===== src/hdl/sha256_pkg.sv =====
package sha256_pkg;

	localparam int BlockBytes = 64;
	localparam int Rounds     = 64;
	localparam int DigestWords = 8;

	typedef logic [31:0] word_t;

	typedef struct packed {
		logic       load_byte;
		logic       load_pad;
		logic       load_len;
		logic       comp_start;
		logic       comp_step;
		logic       comp_final;
		logic       hash_init;
		logic       add_block_len;
	} dp_cmd_t;

	typedef struct packed {
		logic [5:0] fill;
		logic       round_last;
	} dp_stat_t;

	function automatic word_t round_k(input logic [5:0] i);
		word_t k;
		case (i)
			6'd0: k = 32'h428a2f98; 6'd1: k = 32'h71374491; 6'd2: k = 32'hb5c0fbcf;
			6'd3: k = 32'he9b5dba5; 6'd4: k = 32'h3956c25b; 6'd5: k = 32'h59f111f1;
			6'd6: k = 32'h923f82a4; 6'd7: k = 32'hab1c5ed5; 6'd8: k = 32'hd807aa98;
			6'd9: k = 32'h12835b01; 6'd10: k = 32'h243185be; 6'd11: k = 32'h550c7dc3;
			6'd12: k = 32'h72be5d74; 6'd13: k = 32'h80deb1fe; 6'd14: k = 32'h9bdc06a7;
			6'd15: k = 32'hc19bf174; 6'd16: k = 32'he49b69c1; 6'd17: k = 32'hefbe4786;
			6'd18: k = 32'h0fc19dc6; 6'd19: k = 32'h240ca1cc; 6'd20: k = 32'h2de92c6f;
			6'd21: k = 32'h4a7484aa; 6'd22: k = 32'h5cb0a9dc; 6'd23: k = 32'h76f988da;
			6'd24: k = 32'h983e5152; 6'd25: k = 32'ha831c66d; 6'd26: k = 32'hb00327c8;
			6'd27: k = 32'hbf597fc7; 6'd28: k = 32'hc6e00bf3; 6'd29: k = 32'hd5a79147;
			6'd30: k = 32'h06ca6351; 6'd31: k = 32'h14292967; 6'd32: k = 32'h27b70a85;
			6'd33: k = 32'h2e1b2138; 6'd34: k = 32'h4d2c6dfc; 6'd35: k = 32'h53380d13;
			6'd36: k = 32'h650a7354; 6'd37: k = 32'h766a0abb; 6'd38: k = 32'h81c2c92e;
			6'd39: k = 32'h92722c85; 6'd40: k = 32'ha2bfe8a1; 6'd41: k = 32'ha81a664b;
			6'd42: k = 32'hc24b8b70; 6'd43: k = 32'hc76c51a3; 6'd44: k = 32'hd192e819;
			6'd45: k = 32'hd6990624; 6'd46: k = 32'hf40e3585; 6'd47: k = 32'h106aa070;
			6'd48: k = 32'h19a4c116; 6'd49: k = 32'h1e376c08; 6'd50: k = 32'h2748774c;
			6'd51: k = 32'h34b0bcb5; 6'd52: k = 32'h391c0cb3; 6'd53: k = 32'h4ed8aa4a;
			6'd54: k = 32'h5b9cca4f; 6'd55: k = 32'h682e6ff3; 6'd56: k = 32'h748f82ee;
			6'd57: k = 32'h78a5636f; 6'd58: k = 32'h84c87814; 6'd59: k = 32'h8cc70208;
			6'd60: k = 32'h90befffa; 6'd61: k = 32'ha4506ceb; 6'd62: k = 32'hbef9a3f7;
			default: k = 32'hc67178f2;
		endcase
		return k;
	endfunction

	function automatic word_t init_hash(input logic [2:0] i);
		word_t h;
		case (i)
			3'd0: h = 32'h6a09e667; 3'd1: h = 32'hbb67ae85;
			3'd2: h = 32'h3c6ef372; 3'd3: h = 32'ha54ff53a;
			3'd4: h = 32'h510e527f; 3'd5: h = 32'h9b05688c;
			3'd6: h = 32'h1f83d9ab;
			default: h = 32'h5be0cd19;
		endcase
		return h;
	endfunction

	function automatic word_t rotr(input word_t x, input int n);
		return (x >> n) | (x << (32 - n));
	endfunction

endpackage


===== src/hdl/sha256_if.sv =====
interface sha256_in_if;
	logic       valid;
	logic       ready;
	logic [7:0] data_byte;
	logic       byte_present;
	logic       end_of_message;
	modport source (output valid, data_byte, byte_present, end_of_message, input ready);
	modport sink (input valid, data_byte, byte_present, end_of_message, output ready);
endinterface

interface sha256_out_if;
	logic        valid;
	logic        ready;
	logic [31:0] digest_word;
	logic [2:0]  word_index;
	logic        last_word;
	modport source (output valid, digest_word, word_index, last_word, input ready);
	modport sink (input valid, digest_word, word_index, last_word, output ready);
endinterface


===== src/hdl/sha256_datapath.sv =====
module sha256_datapath
	import sha256_pkg::*;
(
	input  logic       clk,
	input  logic       arst_n,
	input  dp_cmd_t    cmd,
	input  logic [7:0] data_byte,
	input  logic [2:0] rd_index,
	output dp_stat_t   stat,
	output word_t      hash_word
);

	// block buffer held as 16 big-endian words, also used as the schedule window
	word_t       w_q [16];
	word_t       h_q [8];
	word_t       v_q [8];
	logic [5:0]  fill_q;
	logic [5:0]  round_q;
	logic [63:0] len_q;
	logic [63:0] total;
	word_t       wt, wnew, s0, s1, e1, ch, t1, e0, mj, kt;
	logic [3:0]  wi;
	logic [1:0]  bi;

	assign total = len_q + {55'd0, fill_q, 3'd0};
	assign wi = fill_q[5:2];
	assign bi = fill_q[1:0];
	assign kt = round_k(round_q);
	assign wt = w_q[0];
	assign s0 = rotr(w_q[1], 7) ^ rotr(w_q[1], 18) ^ (w_q[1] >> 3);
	assign s1 = rotr(w_q[14], 17) ^ rotr(w_q[14], 19) ^ (w_q[14] >> 10);
	assign wnew = s1 + w_q[9] + s0 + w_q[0];
	assign e1 = rotr(v_q[4], 6) ^ rotr(v_q[4], 11) ^ rotr(v_q[4], 25);
	assign ch = (v_q[4] & v_q[5]) ^ (~v_q[4] & v_q[6]);
	assign t1 = v_q[7] + e1 + ch + kt + wt;
	assign e0 = rotr(v_q[0], 2) ^ rotr(v_q[0], 13) ^ rotr(v_q[0], 22);
	assign mj = (v_q[0] & v_q[1]) ^ (v_q[0] & v_q[2]) ^ (v_q[1] & v_q[2]);

	assign stat.fill = fill_q;
	assign stat.round_last = (round_q == 6'(Rounds - 1));
	assign hash_word = h_q[rd_index];

	always_ff @(posedge clk or negedge arst_n) begin
		if (!arst_n) begin
			fill_q  <= '0;
			round_q <= '0;
			len_q   <= '0;
		end else begin
			if (cmd.hash_init) begin
				fill_q <= '0;
				len_q  <= '0;
			end else if (cmd.load_byte) begin
				fill_q <= fill_q + 6'd1;
			end
			if (cmd.add_block_len)
				len_q <= len_q + 64'd512;
			if (cmd.comp_start)
				round_q <= '0;
			else if (cmd.comp_step)
				round_q <= round_q + 6'd1;
		end
	end

	always_ff @(posedge clk) begin
		if (cmd.load_byte) begin
			case (bi)
				2'd0: w_q[wi][31:24] <= data_byte;
				2'd1: w_q[wi][23:16] <= data_byte;
				2'd2: w_q[wi][15:8]  <= data_byte;
				default: w_q[wi][7:0] <= data_byte;
			endcase
		end
		if (cmd.load_pad) begin
			// 0x80 after the stored bytes, zeros to the end of the block
			for (int j = 0; j < 16; j++) begin
				if (j == int'(wi)) begin
					case (bi)
						2'd0: w_q[j] <= 32'h80000000;
						2'd1: w_q[j] <= {w_q[j][31:24], 24'h800000};
						2'd2: w_q[j] <= {w_q[j][31:16], 16'h8000};
						default: w_q[j] <= {w_q[j][31:8], 8'h80};
					endcase
				end else if (j > int'(wi)) begin
					w_q[j] <= '0;
				end
			end
		end
		if (cmd.load_len) begin
			// second pad block: all zeros but the length, unless pad fit already
			if (fill_q >= 6'd56)
				for (int j = 0; j < 14; j++)
					w_q[j] <= '0;
			w_q[14] <= total[63:32];
			w_q[15] <= total[31:0];
		end
		if (cmd.comp_step) begin
			for (int j = 0; j < 15; j++)
				w_q[j] <= w_q[j + 1];
			w_q[15] <= wnew;
		end
	end

	always_ff @(posedge clk or negedge arst_n) begin
		if (!arst_n) begin
			for (int j = 0; j < 8; j++)
				h_q[j] <= init_hash(3'(j));
		end else if (cmd.hash_init) begin
			for (int j = 0; j < 8; j++)
				h_q[j] <= init_hash(3'(j));
		end else if (cmd.comp_final) begin
			for (int j = 0; j < 8; j++)
				h_q[j] <= h_q[j] + v_q[j];
		end
	end

	always_ff @(posedge clk) begin
		if (cmd.comp_start) begin
			for (int j = 0; j < 8; j++)
				v_q[j] <= h_q[j];
		end else if (cmd.comp_step) begin
			v_q[7] <= v_q[6];
			v_q[6] <= v_q[5];
			v_q[5] <= v_q[4];
			v_q[4] <= v_q[3] + t1;
			v_q[3] <= v_q[2];
			v_q[2] <= v_q[1];
			v_q[1] <= v_q[0];
			v_q[0] <= t1 + e0 + mj;
		end
	end

endmodule


===== src/hdl/sha256_ctrl.sv =====
module sha256_ctrl
	import sha256_pkg::*;
(
	input  logic        clk,
	input  logic        arst_n,
	sha256_in_if.sink   in_ch,
	input  dp_stat_t    stat,
	input  logic        out_ready,
	output logic        out_valid,
	output logic [2:0]  rd_index,
	output dp_cmd_t     cmd
);

	localparam logic [2:0] S_IDLE  = 3'd0;
	localparam logic [2:0] S_START = 3'd1;
	localparam logic [2:0] S_ROUND = 3'd2;
	localparam logic [2:0] S_FINAL = 3'd3;
	localparam logic [2:0] S_PAD   = 3'd4;
	localparam logic [2:0] S_LEN   = 3'd5;
	localparam logic [2:0] S_OUT   = 3'd6;

	localparam logic [1:0] PH_DATA = 2'd0;
	localparam logic [1:0] PH_PAD  = 2'd1;
	localparam logic [1:0] PH_LEN  = 2'd2;

	logic [2:0] state_q, state_d;
	logic       eom_q, eom_d;   // message end pending after this compression
	logic [1:0] phase_q, phase_d; // data block, pad block or length block
	logic [2:0] idx_q, idx_d;
	logic       acc;

	assign in_ch.ready = (state_q == S_IDLE);
	assign acc = in_ch.valid && in_ch.ready;
	assign out_valid = (state_q == S_OUT);
	assign rd_index = idx_q;

	always_comb begin
		state_d = state_q;
		eom_d   = eom_q;
		phase_d = phase_q;
		idx_d   = idx_q;
		cmd     = '0;
		case (state_q)
			S_IDLE: begin
				if (acc) begin
					cmd.load_byte = in_ch.byte_present;
					eom_d = in_ch.end_of_message;
					if (in_ch.byte_present && stat.fill == 6'd63) begin
						phase_d = PH_DATA;
						state_d = S_START;
					end else if (in_ch.end_of_message) begin
						state_d = S_PAD;
					end
				end
			end
			S_PAD: begin
				cmd.load_pad = 1'b1;
				if (stat.fill >= 6'd56) begin
					phase_d = PH_PAD;
					state_d = S_START;
				end else begin
					state_d = S_LEN;
				end
			end
			S_LEN: begin
				cmd.load_len = 1'b1;
				phase_d = PH_LEN;
				state_d = S_START;
			end
			S_START: begin
				cmd.comp_start = 1'b1;
				state_d = S_ROUND;
			end
			S_ROUND: begin
				cmd.comp_step = 1'b1;
				if (stat.round_last)
					state_d = S_FINAL;
			end
			S_FINAL: begin
				cmd.comp_final = 1'b1;
				case (phase_q)
					PH_DATA: begin
						cmd.add_block_len = 1'b1;
						state_d = eom_q ? S_PAD : S_IDLE;
					end
					PH_PAD: state_d = S_LEN;
					default: begin
						idx_d = '0;
						state_d = S_OUT;
					end
				endcase
			end
			S_OUT: begin
				if (out_ready) begin
					idx_d = idx_q + 3'd1;
					if (idx_q == 3'd7) begin
						cmd.hash_init = 1'b1;
						state_d = S_IDLE;
					end
				end
			end
			default: state_d = S_IDLE;
		endcase
	end

	always_ff @(posedge clk or negedge arst_n) begin
		if (!arst_n) begin
			state_q <= S_IDLE;
			eom_q   <= 1'b0;
			phase_q <= PH_DATA;
			idx_q   <= '0;
		end else begin
			state_q <= state_d;
			eom_q   <= eom_d;
			phase_q <= phase_d;
			idx_q   <= idx_d;
		end
	end

endmodule


===== src/hdl/sha256_stream_hasher_unit.sv =====
// sha-256 hasher over a byte stream
// in_ch: one item per cycle at most; an item may carry a byte (byte_present)
// and may close the message (end_of_message). in_ch.ready is high while the
// block waits for input.
// out_ch: eight digest words, word_index 0 first, last_word on the eighth.
// a byte that does not fill the block leaves it ready for the next item; the
// 64th byte starts a compression (load, 64 rounds, feed-forward) in the
// single shared round unit, and no input is taken until it ends. a closing
// item adds a pad step, a length step and one or two compressions before the
// first digest word appears.
// the words are held while out_ch.ready is low; no input is taken until the
// eighth word is taken, then the hash restarts for the next message.
// reset puts the initial hash values in place and clears byte and bit counts.
module sha256_stream_hasher_unit
	import sha256_pkg::*;
(
	input  logic        clk,
	input  logic        arst_n,
	sha256_in_if.sink   in_ch,
	sha256_out_if.source out_ch
);

	dp_cmd_t    cmd;
	dp_stat_t   stat;
	logic [2:0] rd_index;

	sha256_ctrl u_ctrl (
		.clk       (clk),
		.arst_n    (arst_n),
		.in_ch     (in_ch),
		.stat      (stat),
		.out_ready (out_ch.ready),
		.out_valid (out_ch.valid),
		.rd_index  (rd_index),
		.cmd       (cmd)
	);

	sha256_datapath u_dp (
		.clk       (clk),
		.arst_n    (arst_n),
		.cmd       (cmd),
		.data_byte (in_ch.data_byte),
		.rd_index  (rd_index),
		.stat      (stat),
		.hash_word (out_ch.digest_word)
	);

	assign out_ch.word_index = rd_index;
	assign out_ch.last_word  = (rd_index == 3'(DigestWords - 1));

endmodule

===== src/flat_wrapper.sv =====
// flat-port wrapper written by rule: the top's interface ports become plain ports
module sha256_stream_hasher_unit_flat import sha256_pkg::*;
  (clk, arst_n, in_ch_valid, in_ch_data_byte, in_ch_byte_present, in_ch_end_of_message, in_ch_ready, out_ch_valid, out_ch_digest_word, out_ch_word_index, out_ch_last_word, out_ch_ready);
  sha256_in_if in_ch_i ();
  sha256_out_if out_ch_i ();
  input  logic clk;
  input  logic arst_n;
  input wire logic [$bits(in_ch_i.valid)-1:0] in_ch_valid;
  input wire logic [$bits(in_ch_i.data_byte)-1:0] in_ch_data_byte;
  input wire logic [$bits(in_ch_i.byte_present)-1:0] in_ch_byte_present;
  input wire logic [$bits(in_ch_i.end_of_message)-1:0] in_ch_end_of_message;
  output wire logic [$bits(in_ch_i.ready)-1:0] in_ch_ready;
  output wire logic [$bits(out_ch_i.valid)-1:0] out_ch_valid;
  output wire logic [$bits(out_ch_i.digest_word)-1:0] out_ch_digest_word;
  output wire logic [$bits(out_ch_i.word_index)-1:0] out_ch_word_index;
  output wire logic [$bits(out_ch_i.last_word)-1:0] out_ch_last_word;
  input wire logic [$bits(out_ch_i.ready)-1:0] out_ch_ready;
  assign in_ch_i.valid = in_ch_valid;
  assign in_ch_i.data_byte = in_ch_data_byte;
  assign in_ch_i.byte_present = in_ch_byte_present;
  assign in_ch_i.end_of_message = in_ch_end_of_message;
  assign in_ch_ready = in_ch_i.ready;
  assign out_ch_valid = out_ch_i.valid;
  assign out_ch_digest_word = out_ch_i.digest_word;
  assign out_ch_word_index = out_ch_i.word_index;
  assign out_ch_last_word = out_ch_i.last_word;
  assign out_ch_i.ready = out_ch_ready;
  sha256_stream_hasher_unit u_core (.clk(clk), .arst_n(arst_n), .in_ch(in_ch_i), .out_ch(out_ch_i));
endmodule

===== config.mk =====
export PLATFORM = sky130hd
export DESIGN_NAME = sha256_stream_hasher_unit_flat
export DESIGN_NICKNAME = d
export VERILOG_FILES = /design/src/hdl/sha256_pkg.sv /design/src/hdl/sha256_if.sv /design/src/hdl/sha256_datapath.sv /design/src/hdl/sha256_ctrl.sv /design/src/hdl/sha256_stream_hasher_unit.sv /design/src/flat_wrapper.sv
export SDC_FILE = /design/constraint.sdc
export NUM_CORES = 2
export LEC_CHECK = 0
export ABC_AREA = 1
export BUFFER_PORTS_ARGS = -buffer_cell sky130_fd_sc_hd__buf_2
export CAP_MARGIN = 20
export CORE_MARGIN = 3
export CORE_UTILIZATION = 45
export DETAILED_ROUTE_END_ITERATION = 7
export GPL_TIMING_DRIVEN = 0
export RECOVER_POWER = 50
export SLEW_MARGIN = 20
export SYNTH_ARGS = -nofsm -noshare
export SYNTH_HDL_FRONTEND = slang
export SYNTH_SLANG_ARGS = --single-unit

===== constraint.sdc =====
create_clock -name clk -period 13.3 [get_ports clk]
set_clock_uncertainty 0.05 [all_clocks]
set_input_delay 0 -clock clk [delete_from_list [all_inputs] [get_ports clk]]
set_output_delay 0 -clock clk [all_outputs]
set_load 0.05 [all_outputs]

==> summary.txt <==
Slew headroom: -197%
Port bufs: 50
Fmax: 95.6 MHz
Largest area contributor in the netlist: edfxtp_1
Hold Crit Depth: 4
Postcts setup bufs: 0
Setup WS post-layout: 2.84 ns
Fill count: 18800
Placed cell count: 14400
Router iterations before antenna repair: 7
TritonCTS clock tree: done
Register Area: 0.0290 mm²
Sink Count: 1100
Area delta synth->final: 10.1%
Core ar.: 0.186 mm²
Post-synth top area share: 18.3%
Row Count: 158
Hold Path Origin: in_ch_byte_present
Post-Place Setup Slack: 3.29 ns
EDFF count, synth: 512
Syn Nets: 12400
Initial antenna violation count: 42
Vias in the first global route: 82900
Share of layout cells above drive strength 1: 4.78%
Netlist cell types: 75
Total Routing Usage GR: 44.1%
Vias per Instance: 6.07
RSZ-0062 raised after global routing: false
DR DRC count: 0
Drt wl/cell: 29.8 µm
Ranking of synthesized cells by area: edfxtp_1 (18%), nand2_1 (14%), o21ai_0 (6.8%), inv_1 (6.6%), dfxtp_1 (6.1%)
Mapped Avg Cell Area: 7.12 µm²
Worst Path Arrival: 10.99 ns
R2R Path Start: u_core.u_dp.round_q[0]$_DFFE_PN0P_
Critical Path Start: u_core.u_dp.round_q[0]$_DFFE_PN0P_
DR iter-0 viols: 13000
Cell mode on critical path: nand2_1
Via Count: 88900
GP Congestion: 1.13
CP startpoint kind: flop
Final Hold Vio Count: 0
Fin crit share: 78.6%
Cts bufs inserted: 136
Worst min path class: in -> reg
Area of the multi-input gates: 0.0476 mm²
Clk slew on worst S/H paths: 0.06 ns
Worst slew pin tran: 4.46 ns
IO Pins: 52
Root Driver: clkbuf_16
Antenna Nets Post-Route: 0
Ys async rst share: 30.2%
Cells resized by post-CTS repair: 0
Starting Density: 45.3%
Period minus WS final: 10.46 ns
Chip width: 438 µm
Critical path type: reg -> reg
Global-route wire length before repair: 605 mm
Top_reg_cell synth: edfxtp_1
R2R depth: 36
GRT overflow: 0
Final setup viols: 0
Die Span Y: 438 µm
Failing checks: capacitance limit, slew limit
Worst Path Max Fanout: 10
Max incr delay on CP: 0.67 ns
Number of max-cap violations: 16
Final Non-Filler Cells: 14700
Synth warn: 0
Die footprint: 0.192 mm²
Register bit total from synthesis: 1100
Crit end category: flop
H-tree Lvls: 4
Sequential area share after synthesis: 34.5%
Largest net degree at the start of global routing: 84
Commonest cells after routing, fill and taps aside: nand2_1 (3177), inv_1 (1475), nor2_1 (1262), o21ai_0 (1138), a21oi_1 (778)
Slowest CP cell: o221ai_1
Most common cell after layout, fill and taps aside: nand2_1
Fin nets: 12600
Clk_lat worst skew: 0.86 ns
Final slew viol count: 384
Post-Synthesis Cells: 11800
Status: finished, violations left
CTS Buffer Depth: 3
Detailed Place HPWL: 353 mm
Cell area after synthesis: 0.0841 mm²
CP required: 13.83 ns
Final WL: 437 mm
## critical path: cells and delay by family (launching register included)
kind | cells | cell delay [ns]
XOR/XNOR | 1 | 0.60
adder cells (fa/ha/maj) | 7 | 3.39
flip-flops | 1 | 0.44
AO/OA/AOI/OAI | 5 | 1.67
buffers and inverters | 6 | 1.10
AND/OR/NAND/NOR | 17 | 2.93
## timing repair
| action | 4_1_cts | 5_1_grt |
|---|---|---|
| setup endpoints to repair | 0 | 0 |
| hold buffers | 18 | 0 |
| hold endpoints to repair | 193 | 0 |
## flip-flops by register name, indices dropped and copies added (netlist names)
| signal | count |
|---|---|
| u_core.u_ctrl.state_q | 3 |
| u_core.u_ctrl.rd_index | 3 |
| u_core.u_dp.len_q | 55 |
| u_core.u_dp.v_q | 256 |
| u_core.u_ctrl.phase_q | 2 |
| u_core.u_dp.round_q | 6 |
| u_core.u_dp.h_q | 256 |
| u_core.u_dp.fill_q | 6 |
| u_core.u_dp.w_q | 512 |
| u_core.u_ctrl.eom_q | 1 |
## cells in the mapped netlist, drive strengths merged, types with 13 or more instances
library cell,number
nand2,3189
inv,1494
nor2,1278
o21ai,1161
a21oi,779
edfxtp,512
nand3,504
ha,398
clkbuf,300
dfxtp,256
xor2,240
dfrtp,196
fa,195
xnor2,155
o22ai,138
dfstp,136
buf,121
nand4,110
nor3,108
o21bai,69
a31oi,67
a21o,52
o211ai,49
or2,35
nand3b,34
a21boi,31
nor4,29
o21a,25
a22oi,22
maj3,15
o221ai,15
a211oi,13
## stage by stage
stage                     TNS, ns  area [µm²]  util, %  hold WS (ns)
final                           0       92600     49.9         0.156
after global routing            0       92600     49.9         0.153
after CTS                       0       93100     50.2         0.122
after detailed placement        0       88100     47.5       -0.0581
after global placement    -111.28       87500     47.1         0.283
after floorplan                 0       84100        -        -0.346
## metal layers
metal | wire length, µm | part of all wire (%) | global-route usage [%]
met2 | 186000 | 43 | 67.0
met4 | 36200 | 8.3 | 29.7
met5 | 171 | 0.039 | 0
met1 | 161000 | 37 | 54.3
met3 | 52500 | 12 | 12.6
## final cells by class
cell class              count  area share, %
clock buffers             178           4.07
inverters                1496           6.06
multi-input cells        8789           51.4
diodes                     22         0.0594
clock inverters            75           1.10
repair buffers             92          0.841
flip-flops and latches   1100           31.3
well taps                2480           3.35
plain buffers             421           1.83
## final timing paths
| kind | to | slack, ns |
|---|---|---|
| max | u_core.u_dp.v_q[0][31]$_DFFE_PP_ | 2.84 |
| min | u_core.u_dp.fill_q[0]$_DFFE_PN0P_ | 0.16 |
| max reg2reg | u_core.u_dp.v_q[0][31]$_DFFE_PP_ | 2.84 |
| min reg2reg | u_core.u_dp.w_q[6][5]$_SDFFE_PP0P_ | 0.41 |
| max in group asynchronous | u_core.u_dp.h_q[20]$_DFFE_PN0P_ | 3.58 |
| min in group asynchronous | u_core.u_dp.h_q[189]$_DFFE_PN1P_ | 1.88 |
## kinds of logic after synthesis
| logic type | count (synthesis) | share of synthesized area, % |
|---|---|---|
| AND/OR/NAND/NOR | 5310 | 25.7 |
| buffers and inverters | 1917 | 8.78 |
| AO/OA/AOI/OAI | 2473 | 16.2 |
| adder cells (fa/ha/maj) | 608 | 10.7 |
| multiplexers | 3 | 0.0372 |
| XOR/XNOR | 395 | 4.11 |
| flip-flops | 1100 | 34.5 |
Power is not shown: default switching activity piles up to over one toggle a cycle in this logic, so the estimate is an artifact.
